<file path="src/sv/rau_pkg.sv">
// Shared types, codes and defaults for the rational arithmetic unit.
package rau_pkg;

   localparam int WORD_BITS_DEF = 32;

   localparam logic [2:0] FN_REDUCE  = 3'd0;
   localparam logic [2:0] FN_ADD     = 3'd1;
   localparam logic [2:0] FN_SUB     = 3'd2;
   localparam logic [2:0] FN_MUL     = 3'd3;
   localparam logic [2:0] FN_DIV     = 3'd4;
   localparam logic [2:0] FN_NEGATE  = 3'd5;
   localparam logic [2:0] FN_COMPARE = 3'd6;

   localparam logic [1:0] ERR_NONE = 2'd0;
   localparam logic [1:0] ERR_ZERO = 2'd1;
   localparam logic [1:0] ERR_OVF  = 2'd2;

   localparam logic [1:0] ORD_LESS    = 2'd0;
   localparam logic [1:0] ORD_EQUAL   = 2'd1;
   localparam logic [1:0] ORD_GREATER = 2'd2;

   localparam logic [1:0] MSEL_P = 2'd0;
   localparam logic [1:0] MSEL_Q = 2'd1;
   localparam logic [1:0] MSEL_R = 2'd2;

   typedef struct packed {
      logic [2:0]         func;
      logic signed [31:0] a_num;
      logic signed [31:0] a_den;
      logic signed [31:0] b_num;
      logic signed [31:0] b_den;
   } req_type;

   typedef struct packed {
      logic signed [31:0] res_num;
      logic [30:0]        res_den;
      logic [1:0]         order;
      logic [1:0]         error;
   } rsp_type;

   typedef enum logic [3:0] {
      S_IDLE, S_MUL0, S_MUL1, S_MUL2, S_PREP, S_GCD,
      S_DSTART_N, S_DIV_N, S_DSTART_D, S_DIV_D, S_FIN
   } state_type;

   typedef enum logic [3:0] {
      OP_NONE, OP_LOAD, OP_MUL, OP_PREP, OP_GCD, OP_DIV_START, OP_DIV_STEP, OP_OUT
   } dp_op_type;

   typedef struct packed {
      dp_op_type  op;
      logic [1:0] mul_sel;
      logic       den_sel;
   } cmd_type;

   typedef struct packed {
      logic fast;
      logic gcd_done;
      logic out_free;
   } status_type;

endpackage

</file>
<file path="src/sv/rau_if.sv">
// Valid/ready channel interfaces for request and response items.
interface rau_req_if;
   logic             valid;
   logic             ready;
   rau_pkg::req_type payload;
   modport source (output valid, output payload, input ready);
   modport sink   (input valid, input payload, output ready);
endinterface

interface rau_rsp_if;
   logic             valid;
   logic             ready;
   rau_pkg::rsp_type payload;
   modport source (output valid, output payload, input ready);
   modport sink   (input valid, input payload, output ready);
endinterface

</file>
<file path="src/sv/rau_datapath.sv">
// Datapath: operand registers, shared multiplier, binary gcd, restoring divider.
module rau_datapath #(
   parameter int WORD_BITS = rau_pkg::WORD_BITS_DEF
) (
   input  logic                clock,
   input  logic                reset,
   input  rau_pkg::cmd_type    cmd,
   output rau_pkg::status_type status,
   input  rau_pkg::req_type    req_data,
   output rau_pkg::rsp_type    rsp_data,
   output logic                rsp_valid,
   input  logic                rsp_ready
);
   import rau_pkg::*;

   localparam int W  = WORD_BITS;
   localparam int PW = 2 * W + 2;
   localparam int KW = $clog2(W);

   function automatic logic fits(input logic signed [PW-1:0] v);
      logic signed [PW-1:0] t;
      t = v >>> (W - 1);
      return (t == '0) || (t == '1);
   endfunction

   logic [2:0]           func_ff, func_in;
   logic signed [W:0]    an_ff, ad_ff, bn_ff, bd_ff, an_in, ad_in, bn_in, bd_in;
   logic signed [PW-1:0] p_ff, q_ff, r_ff, p_in, q_in, r_in;
   logic [1:0]           err_ff, err_in, ord_ff, ord_in;
   logic                 neg_ff, neg_in, fast_ff, fast_in;
   logic [W-1:0]         x_ff, x_in, y_ff, y_in, mn_ff, mn_in, md_ff, md_in;
   logic [KW-1:0]        k_ff, k_in;
   logic [W:0]           rem_ff, rem_in;
   logic [W-1:0]         quo_ff, quo_in, dvs_ff, dvs_in, qn_ff, qn_in;
   rsp_type              rsp_ff, rsp_in;
   logic                 rsp_valid_ff, rsp_valid_in;

   logic signed [W:0]    op1, op2, la, lb, lc, ld;
   logic signed [PW-1:0] prod, n_v, d_v, s_v, n_mag, d_mag;
   logic                 zero_err, ovf;
   logic [W:0]           rem2;
   logic [W-1:0]         wnum;
   logic                 fin_ovf;

   always_comb begin
      la = {req_data.a_num[W-1], req_data.a_num[W-1:0]};
      ld = {req_data.a_den[W-1], req_data.a_den[W-1:0]};
      lb = {req_data.b_num[W-1], req_data.b_num[W-1:0]};
      lc = {req_data.b_den[W-1], req_data.b_den[W-1:0]};
      if (req_data.func == FN_COMPARE && ld < 0) begin
         la = -la;
         ld = -ld;
      end
      if (req_data.func == FN_COMPARE && lc < 0) begin
         lb = -lb;
         lc = -lc;
      end
   end

   always_comb begin
      case (cmd.mul_sel)
         MSEL_P: begin
            op1 = an_ff;
            op2 = (func_ff == FN_MUL) ? bn_ff : bd_ff;
         end
         MSEL_Q: begin
            op1 = ad_ff;
            op2 = (func_ff == FN_MUL) ? bd_ff : bn_ff;
         end
         default: begin
            op1 = ad_ff;
            op2 = bd_ff;
         end
      endcase
      prod = op1 * op2;
   end

   // operand checks and fraction setup
   always_comb begin
      zero_err = (ad_ff == 0);
      ovf      = 1'b0;
      n_v      = '0;
      d_v      = PW'(1);
      s_v      = (func_ff == FN_ADD) ? p_ff + q_ff : p_ff - q_ff;
      ord_in   = ORD_LESS;
      case (func_ff)
         FN_REDUCE, FN_NEGATE: begin
            n_v = (func_ff == FN_NEGATE) ? -PW'(an_ff) : PW'(an_ff);
            d_v = PW'(ad_ff);
         end
         FN_ADD, FN_SUB: begin
            zero_err = zero_err || (bd_ff == 0);
            ovf = !fits(p_ff) || !fits(q_ff) || !fits(s_v) || !fits(r_ff);
            n_v = s_v;
            d_v = r_ff;
         end
         FN_MUL, FN_DIV: begin
            zero_err = zero_err || (bd_ff == 0) || (func_ff == FN_DIV && bn_ff == 0);
            ovf = !fits(p_ff) || !fits(q_ff);
            n_v = p_ff;
            d_v = q_ff;
         end
         FN_COMPARE: begin
            zero_err = zero_err || (bd_ff == 0);
            if (p_ff < q_ff)       ord_in = ORD_LESS;
            else if (p_ff == q_ff) ord_in = ORD_EQUAL;
            else                   ord_in = ORD_GREATER;
         end
         default: begin
            zero_err = 1'b0;
         end
      endcase
      if (zero_err) begin
         ord_in = ORD_LESS;
         err_in = ERR_ZERO;
      end else if (ovf) begin
         err_in = ERR_OVF;
      end else begin
         err_in = ERR_NONE;
      end
      n_mag = (n_v < 0) ? -n_v : n_v;
      d_mag = (d_v < 0) ? -d_v : d_v;
   end

   always_comb begin
      rem2    = {rem_ff[W-1:0], quo_ff[W-1]};
      fin_ovf = quo_ff[W-1] || (neg_ff ? (qn_ff[W-1] && (|qn_ff[W-2:0])) : qn_ff[W-1]);
      wnum    = neg_ff ? -qn_ff : qn_ff;
   end

   always_comb begin
      func_in = func_ff;
      an_in = an_ff; ad_in = ad_ff; bn_in = bn_ff; bd_in = bd_ff;
      p_in = p_ff; q_in = q_ff; r_in = r_ff;
      neg_in = neg_ff; fast_in = fast_ff;
      x_in = x_ff; y_in = y_ff; k_in = k_ff; mn_in = mn_ff; md_in = md_ff;
      rem_in = rem_ff; quo_in = quo_ff; dvs_in = dvs_ff; qn_in = qn_ff;
      rsp_in = rsp_ff;
      rsp_valid_in = rsp_ready ? 1'b0 : rsp_valid_ff;
      case (cmd.op)
         OP_LOAD: begin
            func_in = req_data.func;
            an_in = la; ad_in = ld; bn_in = lb; bd_in = lc;
         end
         OP_MUL: begin
            case (cmd.mul_sel)
               MSEL_P:  p_in = prod;
               MSEL_Q:  q_in = prod;
               default: r_in = prod;
            endcase
         end
         OP_PREP: begin
            fast_in = zero_err || ovf || (n_v == 0) || func_ff == FN_COMPARE
                      || func_ff == 3'd7;
            neg_in = (n_v < 0) ^ (d_v < 0);
            x_in   = n_mag[W-1:0];
            y_in   = d_mag[W-1:0];
            mn_in  = n_mag[W-1:0];
            md_in  = d_mag[W-1:0];
            k_in   = '0;
         end
         OP_GCD: begin
            if (!x_ff[0] && !y_ff[0]) begin
               x_in = x_ff >> 1;
               y_in = y_ff >> 1;
               k_in = k_ff + KW'(1);
            end else if (!x_ff[0]) begin
               x_in = x_ff >> 1;
            end else if (!y_ff[0]) begin
               y_in = y_ff >> 1;
            end else if (x_ff > y_ff) begin
               x_in = x_ff - y_ff;
            end else if (y_ff > x_ff) begin
               y_in = y_ff - x_ff;
            end
         end
         OP_DIV_START: begin
            dvs_in = x_ff << k_ff;
            rem_in = '0;
            quo_in = cmd.den_sel ? md_ff : mn_ff;
            if (cmd.den_sel) qn_in = quo_ff;
         end
         OP_DIV_STEP: begin
            if (rem2 >= {1'b0, dvs_ff}) begin
               rem_in = rem2 - {1'b0, dvs_ff};
               quo_in = {quo_ff[W-2:0], 1'b1};
            end else begin
               rem_in = rem2;
               quo_in = {quo_ff[W-2:0], 1'b0};
            end
         end
         OP_OUT: begin
            rsp_valid_in = 1'b1;
            rsp_in.res_num = '0;
            rsp_in.res_den = 31'd1;
            rsp_in.order   = ORD_LESS;
            rsp_in.error   = ERR_NONE;
            if (fast_ff) begin
               rsp_in.order = ord_ff;
               rsp_in.error = err_ff;
            end else if (fin_ovf) begin
               rsp_in.error = ERR_OVF;
            end else begin
               rsp_in.res_num = 32'($signed(wnum));
               rsp_in.res_den = 31'(quo_ff[W-2:0]);
            end
         end
         default: begin
         end
      endcase
   end

   always_ff @(posedge clock) begin
      func_ff <= func_in;
      an_ff <= an_in; ad_ff <= ad_in; bn_ff <= bn_in; bd_ff <= bd_in;
      p_ff <= p_in; q_ff <= q_in; r_ff <= r_in;
      if (cmd.op == OP_PREP) begin
         err_ff <= err_in;
         ord_ff <= ord_in;
      end
      neg_ff <= neg_in; fast_ff <= fast_in;
      x_ff <= x_in; y_ff <= y_in; k_ff <= k_in; mn_ff <= mn_in; md_ff <= md_in;
      rem_ff <= rem_in; quo_ff <= quo_in; dvs_ff <= dvs_in; qn_ff <= qn_in;
      rsp_ff <= rsp_in;
      if (reset) rsp_valid_ff <= 1'b0;
      else       rsp_valid_ff <= rsp_valid_in;
   end

   assign status.fast     = fast_ff;
   assign status.gcd_done = x_ff[0] && y_ff[0] && (x_ff == y_ff);
   assign status.out_free = !rsp_valid_ff || rsp_ready;
   assign rsp_data  = rsp_ff;
   assign rsp_valid = rsp_valid_ff;

endmodule

</file>
<file path="src/sv/rau_controller.sv">
// Controller: sequences multiply, check, gcd and two divisions per item; fast items skip gcd and division.
module rau_controller #(
   parameter int WORD_BITS = rau_pkg::WORD_BITS_DEF
) (
   input  logic                clock,
   input  logic                reset,
   input  logic                req_valid,
   output logic                req_ready,
   input  rau_pkg::status_type status,
   output rau_pkg::cmd_type    cmd
);
   import rau_pkg::*;

   localparam int CW = $clog2(WORD_BITS);

   state_type     state_ff, state_in;
   logic [CW-1:0] cnt_ff, cnt_in;

   always_ff @(posedge clock) begin
      if (reset) begin
         state_ff <= S_IDLE;
         cnt_ff   <= '0;
      end else begin
         state_ff <= state_in;
         cnt_ff   <= cnt_in;
      end
   end

   always_comb begin
      state_in    = state_ff;
      cnt_in      = cnt_ff;
      cmd.op      = OP_NONE;
      cmd.mul_sel = MSEL_P;
      cmd.den_sel = 1'b0;
      req_ready   = 1'b0;
      case (state_ff)
         S_IDLE: begin
            req_ready = 1'b1;
            if (req_valid) begin
               cmd.op   = OP_LOAD;
               state_in = S_MUL0;
            end
         end
         S_MUL0: begin
            cmd.op = OP_MUL; cmd.mul_sel = MSEL_P; state_in = S_MUL1;
         end
         S_MUL1: begin
            cmd.op = OP_MUL; cmd.mul_sel = MSEL_Q; state_in = S_MUL2;
         end
         S_MUL2: begin
            cmd.op = OP_MUL; cmd.mul_sel = MSEL_R; state_in = S_PREP;
         end
         S_PREP: begin
            cmd.op = OP_PREP; state_in = S_GCD;
         end
         S_GCD: begin
            if (status.fast)          state_in = S_FIN;
            else if (status.gcd_done) state_in = S_DSTART_N;
            else                      cmd.op = OP_GCD;
         end
         S_DSTART_N: begin
            cmd.op = OP_DIV_START; cnt_in = '0; state_in = S_DIV_N;
         end
         S_DIV_N: begin
            cmd.op = OP_DIV_STEP;
            cnt_in = cnt_ff + CW'(1);
            if (cnt_ff == CW'(WORD_BITS - 1)) state_in = S_DSTART_D;
         end
         S_DSTART_D: begin
            cmd.op = OP_DIV_START; cmd.den_sel = 1'b1; cnt_in = '0; state_in = S_DIV_D;
         end
         S_DIV_D: begin
            cmd.op = OP_DIV_STEP;
            cnt_in = cnt_ff + CW'(1);
            if (cnt_ff == CW'(WORD_BITS - 1)) state_in = S_FIN;
         end
         S_FIN: begin
            if (status.out_free) begin
               cmd.op   = OP_OUT;
               state_in = S_IDLE;
            end
         end
         default: state_in = S_IDLE;
      endcase
   end

endmodule

</file>
<file path="src/sv/rational_arithmetic_unit.sv">
// One item at a time: load, three multiplies and checks, a binary gcd, then two
// restoring divisions of WORD_BITS quotient bits each and a step to register the
// result (results of 0/1, errors and compares skip gcd and division).
// The gcd loop and the shared one-bit-per-cycle divider set the rate; a new item is
// taken once the previous result is in the output register.
module rational_arithmetic_unit #(
   parameter int WORD_BITS = rau_pkg::WORD_BITS_DEF
) (
   input logic    clock,
   input logic    reset,
   rau_req_if.sink   req_ch,
   rau_rsp_if.source rsp_ch
);
   import rau_pkg::*;

   cmd_type    cmd;
   status_type status;

   rau_controller #(.WORD_BITS(WORD_BITS)) u_ctrl (
      .clock     (clock),
      .reset     (reset),
      .req_valid (req_ch.valid),
      .req_ready (req_ch.ready),
      .status    (status),
      .cmd       (cmd)
   );

   rau_datapath #(.WORD_BITS(WORD_BITS)) u_dp (
      .clock     (clock),
      .reset     (reset),
      .cmd       (cmd),
      .status    (status),
      .req_data  (req_ch.payload),
      .rsp_data  (rsp_ch.payload),
      .rsp_valid (rsp_ch.valid),
      .rsp_ready (rsp_ch.ready)
   );

endmodule

</file>
<file path="src/flat_wrapper.sv">
// flat-port wrapper written by rule: the top's interface ports become plain ports
module rational_arithmetic_unit_flat import rau_pkg::*;
#(
   parameter int WORD_BITS = rau_pkg::WORD_BITS_DEF
)
  (clock, reset, req_ch_valid, req_ch_payload, req_ch_ready, rsp_ch_valid, rsp_ch_payload, rsp_ch_ready);
  rau_req_if req_ch_i ();
  rau_rsp_if rsp_ch_i ();
  input logic clock;
  input logic reset;
  input wire logic [$bits(req_ch_i.valid)-1:0] req_ch_valid;
  input wire logic [$bits(req_ch_i.payload)-1:0] req_ch_payload;
  output wire logic [$bits(req_ch_i.ready)-1:0] req_ch_ready;
  output wire logic [$bits(rsp_ch_i.valid)-1:0] rsp_ch_valid;
  output wire logic [$bits(rsp_ch_i.payload)-1:0] rsp_ch_payload;
  input wire logic [$bits(rsp_ch_i.ready)-1:0] rsp_ch_ready;
  assign req_ch_i.valid = req_ch_valid;
  assign req_ch_i.payload = req_ch_payload;
  assign req_ch_ready = req_ch_i.ready;
  assign rsp_ch_valid = rsp_ch_i.valid;
  assign rsp_ch_payload = rsp_ch_i.payload;
  assign rsp_ch_i.ready = rsp_ch_ready;
  rational_arithmetic_unit #(.WORD_BITS(WORD_BITS)) u_core (.clock(clock), .reset(reset), .req_ch(req_ch_i), .rsp_ch(rsp_ch_i));
endmodule
</file>
<file path="config.mk">
export PLATFORM = sky130hd
export DESIGN_NAME = rational_arithmetic_unit_flat
export DESIGN_NICKNAME = d
export VERILOG_FILES = /design/src/sv/rau_pkg.sv /design/src/sv/rau_if.sv /design/src/sv/rau_datapath.sv /design/src/sv/rau_controller.sv /design/src/sv/rational_arithmetic_unit.sv /design/src/flat_wrapper.sv
export SDC_FILE = /design/constraint.sdc
export NUM_CORES = 2
export LEC_CHECK = 0
export CAP_MARGIN = 20
export CELL_PAD_IN_SITES_DETAIL_PLACEMENT = 1
export CELL_PAD_IN_SITES_GLOBAL_PLACEMENT = 1
export CORE_MARGIN = 5
export CORE_UTILIZATION = 52
export DETAILED_ROUTE_END_ITERATION = 10
export DONT_BUFFER_PORTS = 1
export MAX_ROUTING_LAYER = met4
export PLACE_DENSITY_LB_ADDON = 0.1
export SYNTH_ARGS = -nofsm -noshare
export SYNTH_HDL_FRONTEND = slang
export SYNTH_HIERARCHICAL = 1
export SYNTH_SLANG_ARGS = --single-unit
</file>
<file path="constraint.sdc">
create_clock -name clock -period 16.45 [get_ports clock]
set_input_delay 4.1125 -clock clock [delete_from_list [all_inputs] [get_ports clock]]
set_output_delay 4.1125 -clock clock [all_outputs]
set_load 0.005 [all_outputs]
</file>
==> flow_metrics.env <==
export IMPL_outcome="completed"
export IMPL_die_area_sq_mm=0.172
export IMPL_root_buffer="clkbuf_16"
export IMPL_syn_cell_area_sq_mm=0.0854
export IMPL_fillCellCount=18473
export IMPL_grt_pass1_vias=76937
export IMPL_slew_violations=0
export IMPL_hold_buffers=0
export IMPL_yosysTopAreaCell="fa_1"
export IMPL_yosysWarnings=6
export IMPL_die_w_um=415
export IMPL_cts_resized=0
export IMPL_synth_edf_count=667
export IMPL_slowest_stage="mux2i_4"
export IMPL_ant_nets=0
export IMPL_final_layout_size_suffix_gt1_share_pct=5.54
export IMPL_syn_avg_cell_area_sq_um=9.23
export IMPL_yosysSeqAreaShare_pct=23.7
export IMPL_synth_cell_types=109
export IMPL_cp_num_buf_inv=8
export IMPL_finClkSkew_ns=0.0890
export IMPL_start_kind="register"
export IMPL_cp_max_fo=66
export IMPL_post_drt_wl_per_cell_um=31.0
export IMPL_fmax_mhz=74.1
export IMPL_cp_endpoint="u_core/u_dp/q_ff[65]$_DFFE_PP_"
export IMPL_grt_util_all_layers_pct=41.2
export IMPL_cp_arrival_ns=13.93
export IMPL_grt_max_degree=136
export IMPL_async_reset_ff_share_pct=0
export IMPL_layout_area_overhead_vs_synth_pct=6.32
export IMPL_clk_pin_slew_ns=0.06
export IMPL_postCtsSetupBuffers=0
export IMPL_critPathKind="reg2reg"
export IMPL_worst_path_largest_cell_delay_ns=0.92
export IMPL_syn_nets=10995
export IMPL_die_h_um=415
export IMPL_utilization_pct=55.7
export IMPL_cts_buffer_depth=3
export IMPL_antenna_found_initial=9
export IMPL_critPathTopFamily="adder cells"
export IMPL_synth_top_area_share_pct=27.0
export IMPL_num_nets_final=10806
export IMPL_synth_main_ff_cell="edfxtp_1"
export IMPL_cts_tree="yes"
export IMPL_cts_sinks=677
export IMPL_hold_violations=0
export IMPL_via_count=72213
export IMPL_grt_pass1_wl_mm=514
export IMPL_critPathRequiredTime_ns=16.89
export IMPL_finalSetupViolations=0
export IMPL_maxCapViolations=0
export IMPL_drt_total_wl_mm=351
export IMPL_r2r_start="u_core/u_dp/func_ff[1]$_DFFE_PN_"
export IMPL_slew_headroom_pct=14.1
export IMPL_clock_latency_ns=0.75
export IMPL_r2r_slack_ns=2.96
export IMPL_synth_area_top_cells="fa_1, edfxtp_1, ha_1"
export IMPL_fin_crit_sh_pct=82.0
export IMPL_io_buffers=0
export IMPL_cts_buffers_inserted=80
export IMPL_num_rows=148
export IMPL_reg2reg_to="u_core/u_dp/q_ff[65]$_DFFE_PP_"
export IMPL_gp_congestion=1.02
export IMPL_layout_min_cycle_time_ns=13.49
export IMPL_rr_worst_depth=38
export IMPL_vias_per_cell=6.39
export IMPL_ctsHtreeMaxLevel=3
export IMPL_worst_slew_pin_slew_ns=1.28
export IMPL_drt_first_pass_iters=6
export IMPL_drc_errors=0
export IMPL_start_util_pct=52.4
export IMPL_ys_ff_latch=677
export IMPL_tns_ns=0
export IMPL_grt_setup_unrepaired="false"
export IMPL_endpoint_kind="register"
export IMPL_drt_iter0_drc=7569
export IMPL_dpl_hpwl_mm=282
export IMPL_crit_path_start="u_core/u_dp/func_ff[1]$_DFFE_PN_"
export IMPL_core_area_sq_mm=0.163
export IMPL_path_common_cell="fa_1"
export IMPL_worstHoldPathType="reg2reg"
export IMPL_io_pins=204
export IMPL_netlist_instances=9251
export IMPL_cp_depth=38
export IMPL_gr_total_overflow=0
==> synth_stat cells (all sizes together), types with 52 or more instances <==
| cell | instances |
|---|---|
| inv | 1425 |
| fa | 1150 |
| nor2 | 1053 |
| nand2 | 923 |
| edfxtp | 667 |
| a21oi | 539 |
| ha | 459 |
| o21ai | 372 |
| clkbuf | 351 |
| xnor2 | 241 |
| xor2 | 179 |
| mux2i | 173 |
| nor3 | 131 |
| a21o | 121 |
| nor4 | 110 |
| nand3 | 104 |
| nand4 | 96 |
| mux2 | 95 |
| nor2b | 78 |
| buf | 72 |
| nand2b | 72 |
| and2 | 70 |
| o21bai | 67 |
| o31ai | 64 |
| a31oi | 52 |
==> routing by layer <==
layer  up-vias  routed length (um)  part of all wire [%]  global-route usage, %
met5         -                   0                     0                      -
met4         0               25100                   7.2                   22.4
met3      1038               33100                   9.4                   8.80
met2      3754              159000                    45                   63.6
met1     37281              133000                    38                   50.9
li1      30140                   -                     -                      -
==> cell usage in the layout, fill, tap and decap left out, types with 96 or more instances in the layout <==
cell type and n:
nand4_1 96, xor2_1 179, ha_1 459, a21o_1 121, inv_1 1421, a21oi_1 538
nor4_1 109, edfxtp_1 667, o21ai_0 326, nand3_1 104, nor2_1 1047, buf_4 145
fa_1 1150, nand2_1 920, xnor2_1 239, mux2i_1 120, nor3_1 127
==> state kept, by name, summed over array words and instances, names as in the netlist, 32 cells and up <==
register,flops
u_core/u_dp/mn_ff,32
u_core/u_dp/r_ff,66
u_core/u_dp/q_ff,66
u_core/u_dp/qn_ff,32
u_core/u_dp/p_ff,66
u_core/u_dp/quo_ff,32
u_core/u_dp/rsp_data,67
u_core/u_dp/y_ff,32
u_core/u_dp/x_ff,32
u_core/u_dp/an_ff,33
u_core/u_dp/rem_ff,32
u_core/u_dp/bn_ff,33
u_core/u_dp/ad_ff,33
u_core/u_dp/bd_ff,33
u_core/u_dp/dvs_ff,32
u_core/u_dp/md_ff,32
==> worst min path at each step <==
stage,from,end,slack [ns],cells past startpoint
final,u_core/u_dp/quo_ff[13]$_DFFE_PP_,u_core/u_dp/qn_ff[13]$_DFFE_PP_,0.49,0
after CTS,u_core/u_dp/quo_ff[5]$_DFFE_PP_,u_core/u_dp/qn_ff[5]$_DFFE_PP_,0.49,0
after global placement,u_core/u_ctrl/cnt_ff[4]$_SDFFE_PP0P_,u_core/u_ctrl/cnt_ff[4]$_SDFFE_PP0P_,0.44,2
after global routing,u_core/u_dp/quo_ff[13]$_DFFE_PP_,u_core/u_dp/qn_ff[13]$_DFFE_PP_,0.49,0
after detailed placement,u_core/u_dp/quo_ff[5]$_DFFE_PP_,u_core/u_dp/qn_ff[5]$_DFFE_PP_,0.48,0
after floorplan,u_core/u_ctrl/cnt_ff[4]$_SDFFE_PP0P_,u_core/u_ctrl/cnt_ff[4]$_SDFFE_PP0P_,0.44,2
==> cells by family (layout without fill, tap and decap cells) <==
group	count (synthesis)	count (layout)	share of synthesized area, %
other	1	10	0.00439
muxes	280	280	3.60
AOI/OAI and AO/OA	1590	1590	11.6
buffers and inverters	1853	1725	8.21
DFF	677	677	23.7
adders and majority gates	1609	1609	33.7
xor gates and xnor gates	420	420	4.32
and+or+nand+nor	2821	2821	14.8
==> per-stage QoR <==
step	area (sq um)	worst slack (ns)	instances	hold slack [ns]
6_report	90800	2.96	11307	0.489
5_1_grt	90800	2.70	11307	0.494
4_1_cts	90700	2.91	11294	0.486
3_5_place_dp	88000	3.07	11151	0.476
3_3_place_gp	88000	3.40	11149	0.440
2_1_floorplan	85400	1.71	9251	0.436
==> area by class of cell <==
cell class,instances,area [sq um],area share (%)
well taps,2175,2720,3.00
flip-flops and latches,677,20200,22.3
repair buffers,152,1190,1.31
diodes,9,22.5,0.0248
clock inverters,43,586,0.645
inverters,1430,5370,5.91
multi-input cells,6721,58600,64.5
clock buffers,100,2080,2.29
Power is left out: the tool's default activity adds up to more than one toggle a clock period on the data nets, which glitch-free logic cannot reach.
